$ cat config.mk
export PLATFORM = sky130hd
export DESIGN_NAME = s2c_cordic
export DESIGN_NICKNAME = d
export VERILOG_FILES = /design/src/rtl/assert_macros.svh /design/src/rtl/s2c_pkg.sv /design/src/rtl/s2c_cordic.sv
export SDC_FILE = /design/constraint.sdc
export NUM_CORES = 2
export LEC_CHECK = 0
export BUFFER_PORTS_ARGS = -buffer_cell sky130_fd_sc_hd__buf_4
export CELL_PAD_IN_SITES_DETAIL_PLACEMENT = 0
export CELL_PAD_IN_SITES_GLOBAL_PLACEMENT = 1
export CORE_AREA = 2 2 497 499
export CTS_BUF_LIST = sky130_fd_sc_hd__clkbuf_2
export DETAILED_ROUTE_END_ITERATION = 16
export DIE_AREA = 0 0 499 501
export PLACE_DENSITY_LB_ADDON = 0.1
export RECOVER_POWER = 100
export SYNTH_ARGS = -nofsm -noshare
export SYNTH_HDL_FRONTEND = slang
export SYNTH_SLANG_ARGS = --single-unit
$ cat constraint.sdc
create_clock -name clock -period 8 [get_ports clock]
set_input_delay 0.4 -clock clock [delete_from_list [all_inputs] [get_ports clock]]
set_output_delay 0.4 -clock clock [all_outputs]
set_load 0.005 [all_outputs]
$ cat src/rtl/assert_macros.svh
// Assertion helpers shared by the RTL modules.
`ifndef ASSERT_MACROS_SVH
`define ASSERT_MACROS_SVH

// Same-cycle implication, disabled while reset is high.
`define S2C_ASSERT_IMPLIES(name, clk, rst, ante, cons, msg) \
   name: assert property (@(posedge clk) disable iff (rst) (ante) |-> (cons)) \
      else $error(msg);

// Next-cycle implication, disabled while reset is high.
`define S2C_ASSERT_NEXT(name, clk, rst, ante, cons, msg) \
   name: assert property (@(posedge clk) disable iff (rst) (ante) |=> (cons)) \
      else $error(msg);

`endif

$ cat src/rtl/s2c_pkg.sv
`timescale 1ns / 1ps
// ----------------------------------------------------------------------------
// s2c_pkg
// Types, constants and helper functions of the spherical to Cartesian point
// converter.
// ----------------------------------------------------------------------------
package s2c_pkg;

   localparam int DIVIDEND_W = 49;
   localparam int DIVISOR_W  = 27;

   localparam logic [17:0] MIN_RADIUS_RST    = 18'd55760;
   localparam logic [17:0] MAX_RADIUS_RST    = 18'd101936;
   localparam logic [13:0] SHIFT_DIVISOR_RST = 14'd16000;
   localparam logic [12:0] RADIAL_SIZE_RST   = 13'd256;

   localparam logic signed [19:0] DEG90_Q8  = 20'sd23040;
   localparam logic signed [19:0] DEG180_Q8 = 20'sd46080;
   localparam logic signed [19:0] DEG360_Q8 = 20'sd92160;

   // Radians per 1/256 degree, scaled by 2^46.
   localparam logic [32:0] RAD_PER_Q8DEG = 33'd4797524517;
   localparam logic signed [31:0] CORDIC_GAIN_Q30 = 32'sd652032874;

   typedef enum logic [1:0] {
      CSR_MIN_RADIUS    = 2'd0,
      CSR_MAX_RADIUS    = 2'd1,
      CSR_SHIFT_DIVISOR = 2'd2,
      CSR_RADIAL_SIZE   = 2'd3
   } csr_index_type;

   typedef struct packed {
      logic rneg;
      logic fault;
   } div_tag_type;

   typedef struct packed {
      logic [14:0] mag;
      logic        neg_angle;
      logic        flip;
   } angle_type;

   // Three Q30 factors: cos(phi)sin(theta), sin(phi)sin(theta), cos(theta).
   typedef logic [2:0][32:0] trig_type;

   function automatic logic [30:0] atan_q30(input logic [4:0] idx);
      logic [30:0] v;
      case (idx)
         5'd0:  v = 31'h3243F6A8;
         5'd1:  v = 31'h1DAC6705;
         5'd2:  v = 31'h0FADBAFC;
         5'd3:  v = 31'h07F56EA6;
         5'd4:  v = 31'h03FEAB76;
         5'd5:  v = 31'h01FFD55B;
         5'd6:  v = 31'h00FFFAAA;
         5'd7:  v = 31'h007FFF55;
         5'd8:  v = 31'h003FFFEA;
         5'd9:  v = 31'h001FFFFD;
         5'd10: v = 31'h000FFFFF;
         5'd11: v = 31'h0007FFFF;
         5'd12: v = 31'h0003FFFF;
         5'd13: v = 31'h0001FFFF;
         5'd14: v = 31'h0000FFFF;
         5'd15: v = 31'h00007FFF;
         5'd16: v = 31'h00003FFF;
         5'd17: v = 31'h00001FFF;
         5'd18: v = 31'h00000FFF;
         5'd19: v = 31'h000007FF;
         5'd20: v = 31'h000003FF;
         5'd21: v = 31'h000001FF;
         5'd22: v = 31'h000000FF;
         5'd23: v = 31'h0000007F;
         5'd24: v = 31'h0000003F;
         5'd25: v = 31'h0000001F;
         5'd26: v = 31'h0000000F;
         5'd27: v = 31'h00000008;
         5'd28: v = 31'h00000004;
         5'd29: v = 31'h00000002;
         5'd30: v = 31'h00000001;
         default: v = 31'h00000000;
      endcase
      return v;
   endfunction

   // Reduces an angle in 1/256 degree to [-90, 90] degrees. A fold by half a
   // turn sets flip, which later negates both sine and cosine.
   function automatic angle_type fold_angle(input logic signed [18:0] ang);
      logic signed [19:0] w;
      angle_type r;
      w = {ang[18], ang};
      if (w < 0) begin
         w = w + DEG360_Q8;
         if (w < 0) begin
            w = w + DEG360_Q8;
         end
      end else if (w >= DEG360_Q8) begin
         w = w - DEG360_Q8;
      end
      if (w >= DEG180_Q8) begin
         w = w - DEG360_Q8;
      end
      r.flip = 1'b0;
      if (w > DEG90_Q8) begin
         w = w - DEG180_Q8;
         r.flip = 1'b1;
      end else if (w < -DEG90_Q8) begin
         w = w + DEG180_Q8;
         r.flip = 1'b1;
      end
      r.neg_angle = w[19];
      r.mag = r.neg_angle ? 15'(-w) : w[14:0];
      return r;
   endfunction

endpackage

$ cat src/rtl/s2c_cordic.sv
`timescale 1ns / 1ps
// ----------------------------------------------------------------------------
// s2c_cordic
// Rotation-mode CORDIC, one micro-rotation per register stage, followed by
// an output stage that applies the half-turn fold.
// ----------------------------------------------------------------------------
module s2c_cordic #(
   parameter int STAGES = 16
) (
   input  logic               clock,
   input  logic               en,
   input  logic signed [32:0] angle,
   input  logic               flip,
   output logic signed [31:0] cos_q30,
   output logic signed [31:0] sin_q30
);

   logic signed [31:0] x_ff    [STAGES];
   logic signed [31:0] y_ff    [STAGES];
   logic signed [32:0] z_ff    [STAGES];
   logic               flip_ff [STAGES];
   logic signed [31:0] cos_ff;
   logic signed [31:0] sin_ff;

   for (genvar i = 0; i < STAGES; i++) begin : g_stage
      logic signed [31:0] x_prev;
      logic signed [31:0] y_prev;
      logic signed [32:0] z_prev;
      logic               flip_prev;
      logic signed [32:0] step;
      logic signed [31:0] x_in;
      logic signed [31:0] y_in;
      logic signed [32:0] z_in;

      if (i == 0) begin : g_first
         assign x_prev    = s2c_pkg::CORDIC_GAIN_Q30;
         assign y_prev    = '0;
         assign z_prev    = angle;
         assign flip_prev = flip;
      end else begin : g_next
         assign x_prev    = x_ff[i-1];
         assign y_prev    = y_ff[i-1];
         assign z_prev    = z_ff[i-1];
         assign flip_prev = flip_ff[i-1];
      end

      assign step = $signed({2'b00, s2c_pkg::atan_q30(5'(i))});

      always_comb begin
         if (z_prev[32]) begin
            x_in = x_prev + (y_prev >>> i);
            y_in = y_prev - (x_prev >>> i);
            z_in = z_prev + step;
         end else begin
            x_in = x_prev - (y_prev >>> i);
            y_in = y_prev + (x_prev >>> i);
            z_in = z_prev - step;
         end
      end

      always_ff @(posedge clock) begin
         if (en) begin
            x_ff[i]    <= x_in;
            y_ff[i]    <= y_in;
            z_ff[i]    <= z_in;
            flip_ff[i] <= flip_prev;
         end
      end
   end

   always_ff @(posedge clock) begin
      if (en) begin
         cos_ff <= flip_ff[STAGES-1] ? -x_ff[STAGES-1] : x_ff[STAGES-1];
         sin_ff <= flip_ff[STAGES-1] ? -y_ff[STAGES-1] : y_ff[STAGES-1];
      end
   end

   assign cos_q30 = cos_ff;
   assign sin_q30 = sin_ff;

endmodule

======== Word-level counts from Yosys, hierarchy flattened ========
Memories as Yosys holds them, arrays and structs flattened.
Index checks and enable logic that the tools add are counted.
word-level totals
  register bits ........................... 64
  bits in writable memories ............... 1568
  output and inout bits ................... 64
  word-level logic and storage cells ...... 151
  memories ................................ 4
memories
  memory   depth  bits a word  rd ports  clocked after Yosys merged registers in  wr ports  line              source
  z_ff     16     33           15        0                                        16        s2c_cordic.sv:20  logic signed [32:0] z_ff [STAGES];
  x_ff     16     32           16        0                                        16        s2c_cordic.sv:18  logic signed [31:0] x_ff [STAGES];
  y_ff     16     32           16        0                                        16        s2c_cordic.sv:19  logic signed [31:0] y_ff [STAGES];
  flip_ff  16     1            16        0                                        16        s2c_cordic.sv:21  logic flip_ff [STAGES];
cells by class
  add/subtract/negate cells ............... 94
  muxes and demuxes ....................... 51
operators with widths
  kind                          number
  two-way mux 32 bit            33
  two-way mux 33 bit            16
  adder 32 x 17 -> 32 bit       2
  adder 32 x 18 -> 32 bit       2
  adder 32 x 19 -> 32 bit       2
  adder 32 x 20 -> 32 bit       2
  adder 32 x 21 -> 32 bit       2
  adder 32 x 22 -> 32 bit       2
  adder 32 x 23 -> 32 bit       2
  adder 32 x 24 -> 32 bit       2
  adder 32 x 25 -> 32 bit       2
  adder 32 x 26 -> 32 bit       2
  adder 32 x 27 -> 32 bit       2
  adder 32 x 28 -> 32 bit       2
  adder 32 x 29 -> 32 bit       2
  adder 32 x 30 -> 32 bit       2
  adder 32 x 31 -> 32 bit       2
  negator 32 bit                2
  subtractor 32 x 17 -> 32 bit  2
  subtractor 32 x 18 -> 32 bit  2
  subtractor 32 x 19 -> 32 bit  2
  subtractor 32 x 20 -> 32 bit  2
  subtractor 32 x 21 -> 32 bit  2
  subtractor 32 x 22 -> 32 bit  2
  other kinds (42)              52

======== Depth between registers and ports, before layout ========
An unclocked memory read counts as a cell.
  depth after elaboration ................. 3
  gate-level depth with buffers ........... 21
  mapped depth without buffers ............ 21

======== Worst setup path before layout ========
No wires, ideal clock.
  kind .................................... reg2reg
  start point ............................. mem z_ff[13][32]
  end point ............................... mem y_ff[14][30], in the netlist y_ff[3][94], data pin
  arrival time ............................ 4.714 ns
  data required time ...................... 7.742 ns
  setup slack ............................. 3.029 ns
  cell stages (with the launch flop) ...... 17
  buffers on the path ..................... 3
  period minus slack after synthesis ...... 4.971 ns
  path through ............................ edfxtp_1 > clkbuf_1 > clkbuf_1 > buf_1 > mux2i_1 > fa_1 > a211oi_1 > o21ai_0 > a2111oi_0 > a21oi_1 > a221o_1 > a31o_2 > a41o_1 > o31a_1 > a311o_1 > a21oi_1 > xnor2_1
RTL lines
  item             line
  start, declared  s2c_cordic.sv:20
  end, declared    s2c_cordic.sv:19

==> out/results.ini <==
[sta]
slew_headroom_pct = -380.4
worst-slew-pin-transition_ps = 7205
setup_viol = 0
fin_crit_ps = 6619
fin_skew_ps = 218.7
tns_ps = 0
slew_viol_final = 1173
fmax_mhz = 151.1
period_share_pct = 82.73
finalHoldViolations = 0
rsz0062_at_grt = false

[worst_setup_path]
cp-start-kind = input port
cp_max_fo = 131
endpoint_kind = flop
required_ps = 9330
r2r_start = z_ff[5][32]$_DFFE_PP_
path_class = in -> reg
crit_arrival_ps = 7950
startpoint = en

[routing]
firstDrtPassIters = 6
post_drt_via_cell_ratio = 5.774
num_vias = 95410
antenna_left = 0
drt_iter0_drc = 5982
wire_per_inst_um = 19.26
routed_wl_mm = 318.2
drc = 0

[hold_path]
hold_start = angle[32]
min_path_type = in -> reg

[yosys]
netlist_area_sq_um = 121900
synthTopCellsByArea = edfxtp_1 36%, ha_1 15%, xnor2_1 8.5%
synth_edf_count = 1480
ys_seq_area_share_pct = 36.47
yosys.area.top_type = edfxtp_1
synth_nets = 13970
synth.avg_cell_area_sq_um = 9.805
synth-seq-cells = 1480
synth_ff_type = edfxtp_1
synth_common_cells = 1480 x edfxtp_1, 1459 x ha_1, 1368 x a21oi_1, 1185 x xnor2_1, 1048 x nor2_1
synth_cell_types = 82
synth.top_cell.area_share_pct = 36.47
yosysMostFrequentCell = edfxtp_1
async_flop_share_pct = 0
synth_warnings = 0
synth_cells = 12430

[floorplanning]
die_w_um = 499
core_area_sq_um = 244800
ios = 100
start_util_pct = 49.78
core.rowCount = 182
die_y_um = 501
die-area_sq_um = 250000

[clock_network]
cts_num_sinks = 1480
cts.clk_slew.worst_paths_ps = 120
cts_buffers = 420
tritoncts = done
htreeDepth = 5
insertion_delay_ps = 1840
root_buffer = clkbuf_2
cts.path.max_buffers = 4

[placed_design]
place.gp.congestion = 0.9116
portBuffers = 99
dpl.hpwl_mm = 248.3

[global_route]
grt_start_max_net_pins = 151
grt_first_pass_wirelength_mm = 503.2
grt-ovfl-total = 0
grt_use_total_pct = 24.87
first_global_vias = 93460
antenna_found_initial = 4

[finish]
nNetsFinal = 14520
fillers = 22280
drive_gt1_share_pct = 6.410
synthToLayoutAreaGrowth_pct = 8.027

[outcome]
outcome = finished with violations
violations = max-capacitance violations, max-slew violations

[flow_run]
cap_violations = 16

-- per-stage QoR --
stage | utilization, % | std cells | worst slack [ps] | instance area, sq um | hold slack (ps)
floorplan | - | 12430 | 3029 | 121900 | 400.3
global placement | 51.69 | 15640 | 2473 | 126500 | 405.8
detailed placement | 51.69 | 15640 | 2453 | 126500 | 404.5
CTS | 53.88 | 16510 | 2354 | 131900 | 34.47
global route | 53.77 | 16520 | 1035 | 131600 | 123.3
finish | 53.77 | 16530 | 1381 | 131600 | 381.1
-- sequential cells by signal, summed over array words and instances (netlist names) --
name,count
y_ff,481
sin_q30,32
x_ff,456
flip_ff,16
cos_q30,32
z_ff,463
-- layer usage --
metal | vias to the layer above | wire, um | global-route usage (%)
met2 | 2086 | 152200 | 42.95
met4 | 0 | 13110 | 10.02
met1 | 45030 | 140900 | 31.69
met3 | 634 | 11970 | 2.787
met5 | - | 0 | 0
li1 | 47660 | - | -
-- logic make-up (layout without fill, tap and decap cells) --
kind of cell             after synthesis  in the layout  synth area share (%)
XOR/XNOR                            1821           1821                 13.10
AO/OA/AOI/OAI                       3808           3808                 19.68
adder cells (fa/ha/maj)             1503           1503                 15.70
other                                  0             14                     0
multiplexers                          94             94                0.8204
AND/OR/NAND/NOR                     3090           3090                 12.27
buffers and inverters                632           1495                 1.947
flip-flops                          1480           1480                 36.47
-- what timing repair did --
action / in CTS / in global routing
hold buffers: 139 / 0
buffers inserted: 0 / 0
resized for setup: 0 / 0
endpoints found under the hold margin: 1513 / 0
-- placed cells by master, fill, tap and decap left out, types with 555 or more instances in the layout --
| master | netlist | final |
|---|---|---|
| ha_1 | 1459 | 1459 |
| o21ai_0 | 647 | 648 |
| xnor2_1 | 1185 | 1185 |
| a21oi_1 | 1368 | 1368 |
| nand2_1 | 594 | 594 |
| clkbuf_2 | 0 | 555 |
| edfxtp_1 | 1480 | 1480 |
| nor2_1 | 1048 | 1048 |
| xor2_1 | 635 | 635 |
| a21o_1 | 683 | 683 |
-- worst paths after layout --
path / end / slack [ps] / cells past startpoint
max: y_ff[0][114]$_DFFE_PP_ / 1380 / 6
min: y_ff[0][31]$_DFFE_PP_ / 380 / 3
max reg2reg: x_ff[0][220]$_DFFE_PP_ / 1540 / 14
min reg2reg: z_ff[3][0]$_DFFE_PP_ / 420 / 0
-- worst max-delay path: stages --
cell           delay (ps)
dlygate4sd3_1         520
dlygate4sd3_1         630
buf_16                210
clkbuf_1             4510
buf_12                350
clkbuf_2              970
-- layout make-up --
type	count	area (sq um)	area share [%]
diodes	14	35.03	0.02661
clock buffers	552	2763	2.099
flip-flops and latches	1480	44440	33.76
clock inverters	182	1194	0.9068
multi-input cells	10320	74990	56.97
repair buffers	294	2429	1.845
inverters	467	1753	1.332
well taps	3220	4029	3.061
Power is left out: the tool's default activity adds up to more than one toggle a clock period on the data nets, which glitch-free logic cannot reach.
